[src/hw/rtl/ship_dip_rrip_replacement_assert.svh]
// ----------------------------------------------------------------------------
// ship_dip_rrip_replacement assertion macros
// concurrent checks that can be compiled out with ASSERT_OFF
// ----------------------------------------------------------------------------
`ifndef SHIP_DIP_RRIP_REPLACEMENT_ASSERT_SVH
`define SHIP_DIP_RRIP_REPLACEMENT_ASSERT_SVH

`ifndef ASSERT_OFF

// same-cycle implication, property given whole
`define SDRR_ASSERT(name, clk, rst_n, prop, msg) \
  name: assert property (@(posedge clk) disable iff (!rst_n) prop) else $error(msg);

// condition in one cycle, consequence in the next
`define SDRR_ASSERT_NEXT(name, clk, rst_n, pre, post, msg) \
  name: assert property (@(posedge clk) disable iff (!rst_n) (pre) |=> (post)) else $error(msg);

`else

`define SDRR_ASSERT(name, clk, rst_n, prop, msg)
`define SDRR_ASSERT_NEXT(name, clk, rst_n, pre, post, msg)

`endif

`endif

[src/hw/rtl/sdrr_pkg.sv]
// ----------------------------------------------------------------------------
// sdrr_pkg
// field widths, policy constants and request codes of the replacement block
// ----------------------------------------------------------------------------
`default_nettype none

package sdrr_pkg;

  localparam int unsigned ActionW  = 2;
  localparam int unsigned SetIdxW  = 11;
  localparam int unsigned WayW     = 4;
  localparam int unsigned SigW     = 6;
  localparam int unsigned DrawW    = 5;
  localparam int unsigned RrpvBits = 2;
  localparam int unsigned CntW     = 2;
  localparam int unsigned PselW    = 10;

  // every signature value the port can carry
  localparam int unsigned SigSpan  = 64;

  localparam logic [RrpvBits-1:0] RrpvNear = 2'd0;
  localparam logic [RrpvBits-1:0] RrpvLong = 2'd2;
  localparam logic [RrpvBits-1:0] RrpvMax  = 2'd3;

  localparam logic [CntW-1:0] CntZero  = 2'd0;
  localparam logic [CntW-1:0] CntReset = 2'd1;
  localparam logic [CntW-1:0] CntMax   = 2'd3;

  localparam logic [PselW-1:0] PselMid = 10'd512;
  localparam logic [PselW-1:0] PselMax = 10'd1023;

  localparam int unsigned LeaderStride = 17;
  localparam int unsigned LeaderOffset = 7;

  typedef enum logic [ActionW-1:0] {
    ACT_VICTIM = 2'd0,
    ACT_HIT    = 2'd1,
    ACT_FILL   = 2'd2
  } action_e;

endpackage

`default_nettype wire

[src/hw/rtl/sdrr_age_pick.sv]
// ----------------------------------------------------------------------------
// sdrr_age_pick
// ages a set so its oldest way reaches the distant value and picks the lowest
// such way as victim
// ----------------------------------------------------------------------------
`default_nettype none

module sdrr_age_pick import sdrr_pkg::*; #(
  parameter int unsigned WAY_COUNT = 16
) (
  input  logic [RrpvBits*WAY_COUNT-1:0] rrpv_i,
  output logic [RrpvBits*WAY_COUNT-1:0] aged_o,
  output logic [WayW-1:0]               victim_o
);

  logic [WAY_COUNT-1:0] at3, at2, at1;
  logic [RrpvBits-1:0]  top;
  logic [RrpvBits-1:0]  add;

  always_comb begin
    for (int w = 0; w < WAY_COUNT; w++) begin
      at3[w] = (rrpv_i[RrpvBits*w +: RrpvBits] == 2'd3);
      at2[w] = (rrpv_i[RrpvBits*w +: RrpvBits] == 2'd2);
      at1[w] = (rrpv_i[RrpvBits*w +: RrpvBits] == 2'd1);
    end
  end

  always_comb begin
    priority if (|at3) begin
      top = 2'd3;
    end else if (|at2) begin
      top = 2'd2;
    end else if (|at1) begin
      top = 2'd1;
    end else begin
      top = 2'd0;
    end
  end

  assign add = RrpvMax - top;

  // no way exceeds top, so the add never wraps
  always_comb begin
    for (int w = 0; w < WAY_COUNT; w++) begin
      aged_o[RrpvBits*w +: RrpvBits] = rrpv_i[RrpvBits*w +: RrpvBits] + add;
    end
  end

  // lowest way at the distant value wins
  always_comb begin
    victim_o = '0;
    for (int w = WAY_COUNT - 1; w >= 0; w--) begin
      if (aged_o[RrpvBits*w +: RrpvBits] == RrpvMax) begin
        victim_o = WayW'(w);
      end
    end
  end

endmodule

`default_nettype wire

[config.mk]
export PLATFORM = sky130hd
export DESIGN_NAME = sdrr_age_pick
export DESIGN_NICKNAME = d
export VERILOG_FILES = /design/src/hw/rtl/ship_dip_rrip_replacement_assert.svh /design/src/hw/rtl/sdrr_pkg.sv /design/src/hw/rtl/sdrr_age_pick.sv
export SDC_FILE = /design/constraint.sdc
export NUM_CORES = 1
export LEC_CHECK = 0
export BUFFER_PORTS_ARGS = -buffer_cell sky130_fd_sc_hd__buf_2
export CAP_MARGIN = 20
export CORE_MARGIN = 2
export CORE_UTILIZATION = 30
export DETAILED_ROUTE_END_ITERATION = 12
export PLACE_DENSITY_LB_ADDON = 0.12
export SLEW_MARGIN = 10
export SYNTH_ARGS = -nofsm -noshare
export SYNTH_HDL_FRONTEND = slang
export SYNTH_SLANG_ARGS = --single-unit
[constraint.sdc]
create_clock -name vclk -period 4.51
set_input_delay 0.6765 -clock vclk [all_inputs]
set_output_delay 0.6765 -clock vclk [all_outputs]
set_load 0.03 [all_outputs]
==> run metrics, run 1 <==
Pwr per Cell Area=112 nW/um2; setup violators final=0; Worst slew margin=0.699; met1 GRT Util=0.261; WP buf/inv=2; DR vias/cell=5.29; Final HPWL DP=3770 um; Max Freq=234 MHz; register area share after synthesis=0; initial antenna violation count=0; share of cells above drive strength 1=0.359; Initial Util=0.308; CTS Hold Bufs=0; CP max stage cell=a222oi_1; post-layout util=0.430; Routed WL per cell=15.6 um; number of port buffers=68; GRT busiest layer=met2; Hold Crit Class=in -> out; Filler Cells Inserted=438; # diodes=0; multi-input logic area=1130 um2; Post-Syn Area per Cell=7.54 um2; Design Area, Final=1690 um2; vias in the first global route=1365; Area Growth Syn to Fin=39.6%; Core Area=3940 um2; CP max stage delay=0.45 ns; Die Y=67.6 um; Max VDD drop=43.8 uV; Mapped Cells=161; Syn Nets=209; GR met2 Demand/Resource=0.359; Die X=67.6 um; crit-path max FO=8; Setup Crit Path Kind=in -> out; num rows=23; worst slew pin tran=0.441 ns; crit path capture=victim_o[0]; largest cells by area after synthesis=ha_1 (16%), xor2_1 (13%), nor2b_1 (7.2%); Critical Path End Type=output port; worst endpoint required time=3.83 ns; largest net degree at the start of global routing=15; final hold vios=0; synth unique cells=36; clkbuf count=0; max-slew violation count=0; remaining antenna violation count=0; CP delay by family, top=compound AO/OA/AOI/OAI gates; Critical Path Start=rrpv_i[17]; CP Launch Type=input port; grt ovf=0; # IOs=68; detailed router's first-iteration violation count=82; Post-Route WL=4470 um; CP Depth=13; top cell type's share of synthesized area=0.165; Syn Std Cell Area=1210 um2; GR Layer Usage met3=0.00333; DP Area=1670 um2; GRT Util Overall=0.194; seq_cells=0; die area=4570 um2; Synth warnings=0; DRC=0; routed vias=1519; GPL Wtd Cong=0.879; Final #Nets=287; max_cap viols=0; first-pass GRT wire length=6890 um; FF+latch area=0 um2; drt pass-1 iters=4; status=completed; Final period util=0.946; Synth area leader=ha_1; Period minus WS final=4.27 ns; cell mode on critical path=buf_2; Crit path arrival time=3.59 ns; Pleak=0.000945 uW; CP Cell Sequence=buf_2 -> nor2b_1 -> a2111oi_0 -> and4_1 -> a21boi_4 -> ha_1 -> xor2_1 -> a21oi_1 -> and3b_1 -> a222oi_1 -> o221ai_1 -> o21a_1 -> buf_2
-- timing repair --
action,in CTS,in global routing
endpoints found under the setup margin,1,2
endpoints found under the hold margin,0,0
buffers inserted,0,2
resized for setup,1,1
cloned,0,0
-- placed cells by master, fill, tap and decap left out, drive strengths merged, types with 6 or more instances in the layout --
| master | instances |
|---|---|
| a221oi | 7 |
| xnor2 | 11 |
| nand2 | 7 |
| inv | 22 |
| buf | 79 |
| o22ai | 7 |
| nor2b | 14 |
| a22o | 6 |
| xor2 | 18 |
| ha | 16 |
-- per-layer routing --
metal  share of wire  vias up  routed length, um
li1                -      761                  -
met1            0.46      707               2040
met2            0.49       51               2200
met3           0.050        0                222
met4               0        0                  0
met5               0        -                  0
-- cell type report --
class              instances  area share
repair buffers            79       0.250
inverters                 22      0.0487
well taps                 50      0.0369
multi-input cells        136       0.665
-- stage by stage --
stage                     std cells  total power, uW  TNS (ns)  hold slack (ns)  setup slack [ns]
final                           287              190         0             1.81             0.244
after global routing            287              206   -0.0123             1.83           -0.0123
after CTS                       285              190         0             1.81             0.122
after detailed placement        285              189   -0.0175             1.80           -0.0175
after global placement          285              190         0             1.81           0.00443
after floorplan                 161              122         0             1.63            0.0253
-- logic make-up (layout without fill, tap and decap cells) --
family | count (synthesis) | count (layout) | synth area share
XOR/XNOR | 29 | 29 | 0.228
multiplexers | 1 | 1 | 0.00928
AO/OA/AOI/OAI | 51 | 51 | 0.320
adder cells (fa/ha/maj) | 16 | 16 | 0.165
buffers and inverters | 25 | 101 | 0.0876
AND/OR/NAND/NOR | 39 | 39 | 0.191
-- synthesized netlist by cell type (2+ instances only) --
library cell   n
inv_1         22
xor2_1        18
ha_1          16
nor2b_1       14
xnor2_1        8
a221oi_1       7
o22ai_1        7
a22o_1         6
nand2_1        6
a2111oi_0      5
a21oi_1        5
a22oi_1        5
nand3_1        5
and2_1         4
a21boi_0       3
a222oi_1       3
xnor2_2        3
a311oi_1       2
a31oi_1        2
and3_1         2
and4_1         2
nor2_1         2
-- worst min-delay path: cells and delay by family --
kind,cells,cell delay [ns]
buf+inv,2,0.31
fa+ha+maj,1,0.15
-- worst min-delay path by stage --
stage                    start    endpoint  cells after the start
floorplan           rrpv_i[10]  aged_o[10]                      1
global placement    rrpv_i[10]  aged_o[10]                      3
detailed placement  rrpv_i[10]  aged_o[10]                      3
CTS                 rrpv_i[10]  aged_o[10]                      3
global route        rrpv_i[10]  aged_o[10]                      3
finish              rrpv_i[10]  aged_o[10]                      3
-- where the power goes --
part,internal (uW),leakage (uW),total (uW),switching [uW]
Combinational,69.5,0.000945,190,121
Sequential,0,0,0,0
Clock,0,0,0,0
Total,69.5,0.000945,190,121
Power figures use the tool's default switching activity.
==> run 2, diff against run 1 <==
--- a/config.mk
+++ b/config.mk
@@ -5,7 +5,7 @@
 export SDC_FILE = /design/constraint.sdc
 export NUM_CORES = 1
 export LEC_CHECK = 0
-export BUFFER_PORTS_ARGS = -buffer_cell sky130_fd_sc_hd__buf_2
+export BUFFER_PORTS_ARGS = -buffer_cell sky130_fd_sc_hd__buf_4
 export CAP_MARGIN = 20
 export CORE_MARGIN = 2
 export CORE_UTILIZATION = 30
==> run metrics, run 2 (synthesized netlist as in run 1, its figures left out) <==
status=completed; Initial Util=0.308; largest net degree at the start of global routing=17; Worst slew margin=0.700; Routed WL per cell=15.8 um; Pwr per Cell Area=114 nW/um2; # IOs=68; share of cells above drive strength 1=0.355; Period minus WS final=4.34 ns; Max VDD drop=45.4 uV; CP max stage delay=0.46 ns; DRC=0; first-pass GRT wire length=6940 um; Cells after DPL=282; Crit path arrival time=3.67 ns; post-route insts no fill=284; WP buf/inv=3; Setup WS pre-CTS=-0.160 ns; max-slew violation count=0; most frequent cells in the layout=buf_4 (75), inv_1 (22), xor2_1 (18); crit path capture=victim_o[0]; num rows=23; DR vias/cell=5.22; GPL Wtd Cong=0.861; setup violators final=0; Final #Nets=284; Final HPWL DP=3690 um; vias in the first global route=1445; crit-path max FO=14; # diodes=0; CP Depth=14; max_cap viols=0; grt ovf=0; Final WS setup=0.165 ns; most common cell after layout, fill and taps aside=buf_4; Die X=67.6 um; cell mode on critical path=buf_4; Setup Crit Path Kind=in -> out; Hold Crit Class=in -> out; Critical Path End Type=output port; Die Y=67.6 um; Area Growth Syn to Fin=53.5%; final hold vios=0; Pleak=0.000992 uW; remaining antenna violation count=0; worst endpoint required time=3.83 ns; Core Area=3940 um2; drt pass-1 iters=4; CP Launch Type=input port; GRT Util Overall=0.195; Max Freq=230 MHz; worst slew pin tran=0.450 ns; CTS Hold Bufs=0; die area=4570 um2; CP max stage cell=a2111oi_1; routed vias=1483; FF+latch area=0 um2; Post-Route WL=4480 um; CP Cell Sequence=buf_4 -> nor2b_1 -> a2111oi_1 -> and4_1 -> a21boi_4 -> buf_12 -> ha_1 -> xor2_1 -> a21oi_1 -> and3b_1 -> a222oi_1 -> o221ai_1 -> o21a_1 -> buf_4; CP delay by family, top=compound AO/OA/AOI/OAI gates; detailed router's first-iteration violation count=67; number of port buffers=68; initial antenna violation count=0; seq_cells=0; clkbuf count=0; Final period util=0.963; Critical Path Start=rrpv_i[21]
run 2: through the flow:
step	hold slack [ns]	util	cell area (um2)	total power, uW	setup TNS [ns]
after global placement	1.76	0.461	1820	209	-0.116
after detailed placement	1.75	0.461	1820	208	-0.191
after CTS	1.76	0.463	1830	210	0
after floorplan	1.63	-	1220	122	0
final	1.76	0.473	1860	212	0
after global routing	1.76	0.473	1860	229	-0.0351
run 2: area by class of cell:
cell class                 instances  area, um2
multi-input combinational        136       1130
timing repair buffer              76        583
inverter                          22       82.6
tap                               50       62.6
fill                             411       2080
run 2: worst min-delay path by stage:
stage          slack [ns]        from          to  depth (start not counted)
4_1_cts              1.76  rrpv_i[10]  aged_o[10]                          3
3_5_place_dp         1.75  rrpv_i[10]  aged_o[10]                          3
3_3_place_gp         1.76  rrpv_i[10]  aged_o[10]                          3
6_report             1.76  rrpv_i[10]  aged_o[10]                          3
2_1_floorplan        1.63  rrpv_i[10]  aged_o[10]                          1
5_1_grt              1.76  rrpv_i[10]  aged_o[10]                          3
run 2: tightest hold or removal path, stage by stage:
cell and delay (ns):
buf_4 0.10, ha_1 0.15, buf_4 0.16
run 2: per-layer routing:
layer,wire length [um],vias up,GRT usage,share of wire
met5,0,-,0,0
li1,-,757,-,-
met4,22,0,0.0230,0.0049
met3,204,4,0.00667,0.045
met1,2100,679,0.261,0.47
met2,2160,43,0.352,0.48
run 2: timing repair:
item / CTS / global route
endpoints found under the setup margin: 2 / 4
cloned: 0 / 0
buffers inserted: 0 / 2
pin swaps: 0 / 2
resized for setup: 1 / 5
run 2: where the power goes:
group	switching (uW)	internal (uW)	leakage [uW]	total, uW
registers	0	0	0	0
logic	123	89.7	0.000992	212
clock network	0	0	0	0
total	123	89.7	0.000992	212
==> run 3, diff against run 2 <==
--- a/config.mk
+++ b/config.mk
@@ -11,6 +11,7 @@
 export CORE_UTILIZATION = 30
 export DETAILED_ROUTE_END_ITERATION = 12
 export PLACE_DENSITY_LB_ADDON = 0.12
+export REMOVE_ABC_BUFFERS = 1
 export SLEW_MARGIN = 10
 export SYNTH_ARGS = -nofsm -noshare
 export SYNTH_HDL_FRONTEND = slang
==> run metrics, run 3 (synthesized netlist as in run 1, its figures left out) <==
status=completed; Max Freq=232 MHz; Worst slew margin=0.683; Initial Util=0.308; final hold vios=0; drt pass-1 iters=4; routed vias=1587; remaining antenna violation count=0; seq_cells=0; cell mode on critical path=buf_4; Final #Nets=312; initial antenna violation count=0; Final period util=0.957; worst endpoint required time=3.83 ns; grt ovf=0; Die Y=67.6 um; Routed WL per cell=14.8 um; Max VDD drop=69.4 uV; clkbuf count=0; setup_tns=0 ns; CP max stage cell=a21boi_4; CTS Hold Bufs=0; detailed router's first-iteration violation count=72; # diodes=0; worst slew pin tran=0.472 ns; Hold Crit Class=in -> out; Core Area=3940 um2; CP Cell Sequence=buf_4 -> buf_4 -> inv_1 -> o22ai_1 -> nor4_1 -> nand3_1 -> a21boi_4 -> ha_1 -> xor2_1 -> a21boi_0 -> mux2_1 -> a222oi_1 -> a2111oi_1 -> buf_4 -> o21a_1 -> buf_4; Hold WS=1.79 ns; setup violators final=0; die area=4570 um2; Crit path arrival time=3.64 ns; Setup Crit Path Kind=in -> out; GRT Util Overall=0.199; # IOs=68; Pleak=0.00113 uW; num rows=23; Post-Route WL=4610 um; vias in the first global route=1457; max_cap viols=0; crit-path max FO=8; CP max stage delay=0.33 ns; Period minus WS final=4.32 ns; post-layout util=0.524; largest net degree at the start of global routing=15; share of cells above drive strength 1=0.427; first-pass GRT wire length=7010 um; Final HPWL DP=3890 um; Critical Path End Type=output port; max-slew violation count=0; DR vias/cell=5.09; Area Growth Syn to Fin=70.2%; Die X=67.6 um; CP Launch Type=input port; most frequent cells in the layout=buf_4 (103), inv_1 (22), xor2_1 (18); GPL Wtd Cong=0.872; FF+latch area=0 um2; Pwr per Cell Area=112 nW/um2; DRC=0; number of port buffers=68; most common cell after layout, fill and taps aside=buf_4
run 3: cell count changes in the layout (fill, tap and decap cells not counted), sizes merged:
cell,change
buf,+28
run 3: through the flow:
stage	instance area [um2]	cells	worst slack [ns]	power, uW
2_1_floorplan	1190	158	-0.907	120
3_3_place_gp	1990	306	-0.285	225
3_5_place_dp	1990	306	-0.345	224
4_1_cts	2000	306	0.113	225
5_1_grt	2070	312	-0.0694	246
6_report	2070	312	0.194	231
run 3: final timing paths:
kind,startpoint,end,cells past startpoint
hold / removal,rrpv_i[4],aged_o[4],3
setup / recovery,rrpv_i[24],victim_o[0],16
run 3: repair_timing:
item / CTS / global route
gates resized for setup: 2 / 8
pin swaps: 0 / 3
gates cloned: 0 / 0
setup buffers: 0 / 6
setup endpoints to repair: 4 / 3
run 3: final cells by class:
| type | count | area, um2 |
|---|---|---|
| Fill cell | 386 | 1880 |
| Multi-Input combinational cell | 136 | 1140 |
| Timing Repair Buffer | 104 | 785 |
| Inverter | 22 | 82.6 |
| Tap cell | 50 | 62.6 |
run 3: routing by layer:
layer | wire length (um) | GRT usage | vias to the layer above
li1 | - | - | 808
met1 | 2140 | 0.282 | 728
met2 | 2230 | 0.357 | 49
met3 | 222 | 0 | 2
met4 | 8 | 0 | 0
met5 | 0 | 0 | -
run 3: critical path: cells and delay by family:
family          cells  cell delay (ns)
buf+inv             5             0.62
fa+ha+maj           1             0.22
xor+xnor            1             0.26
simple gates        2             0.45
compound gates      6             1.08
mux                 1             0.33
run 3: power breakdown:
part           total (uW)  internal [uW]  switching [uW]
combinational         231            105             126
clock                   0              0               0
sequential              0              0               0
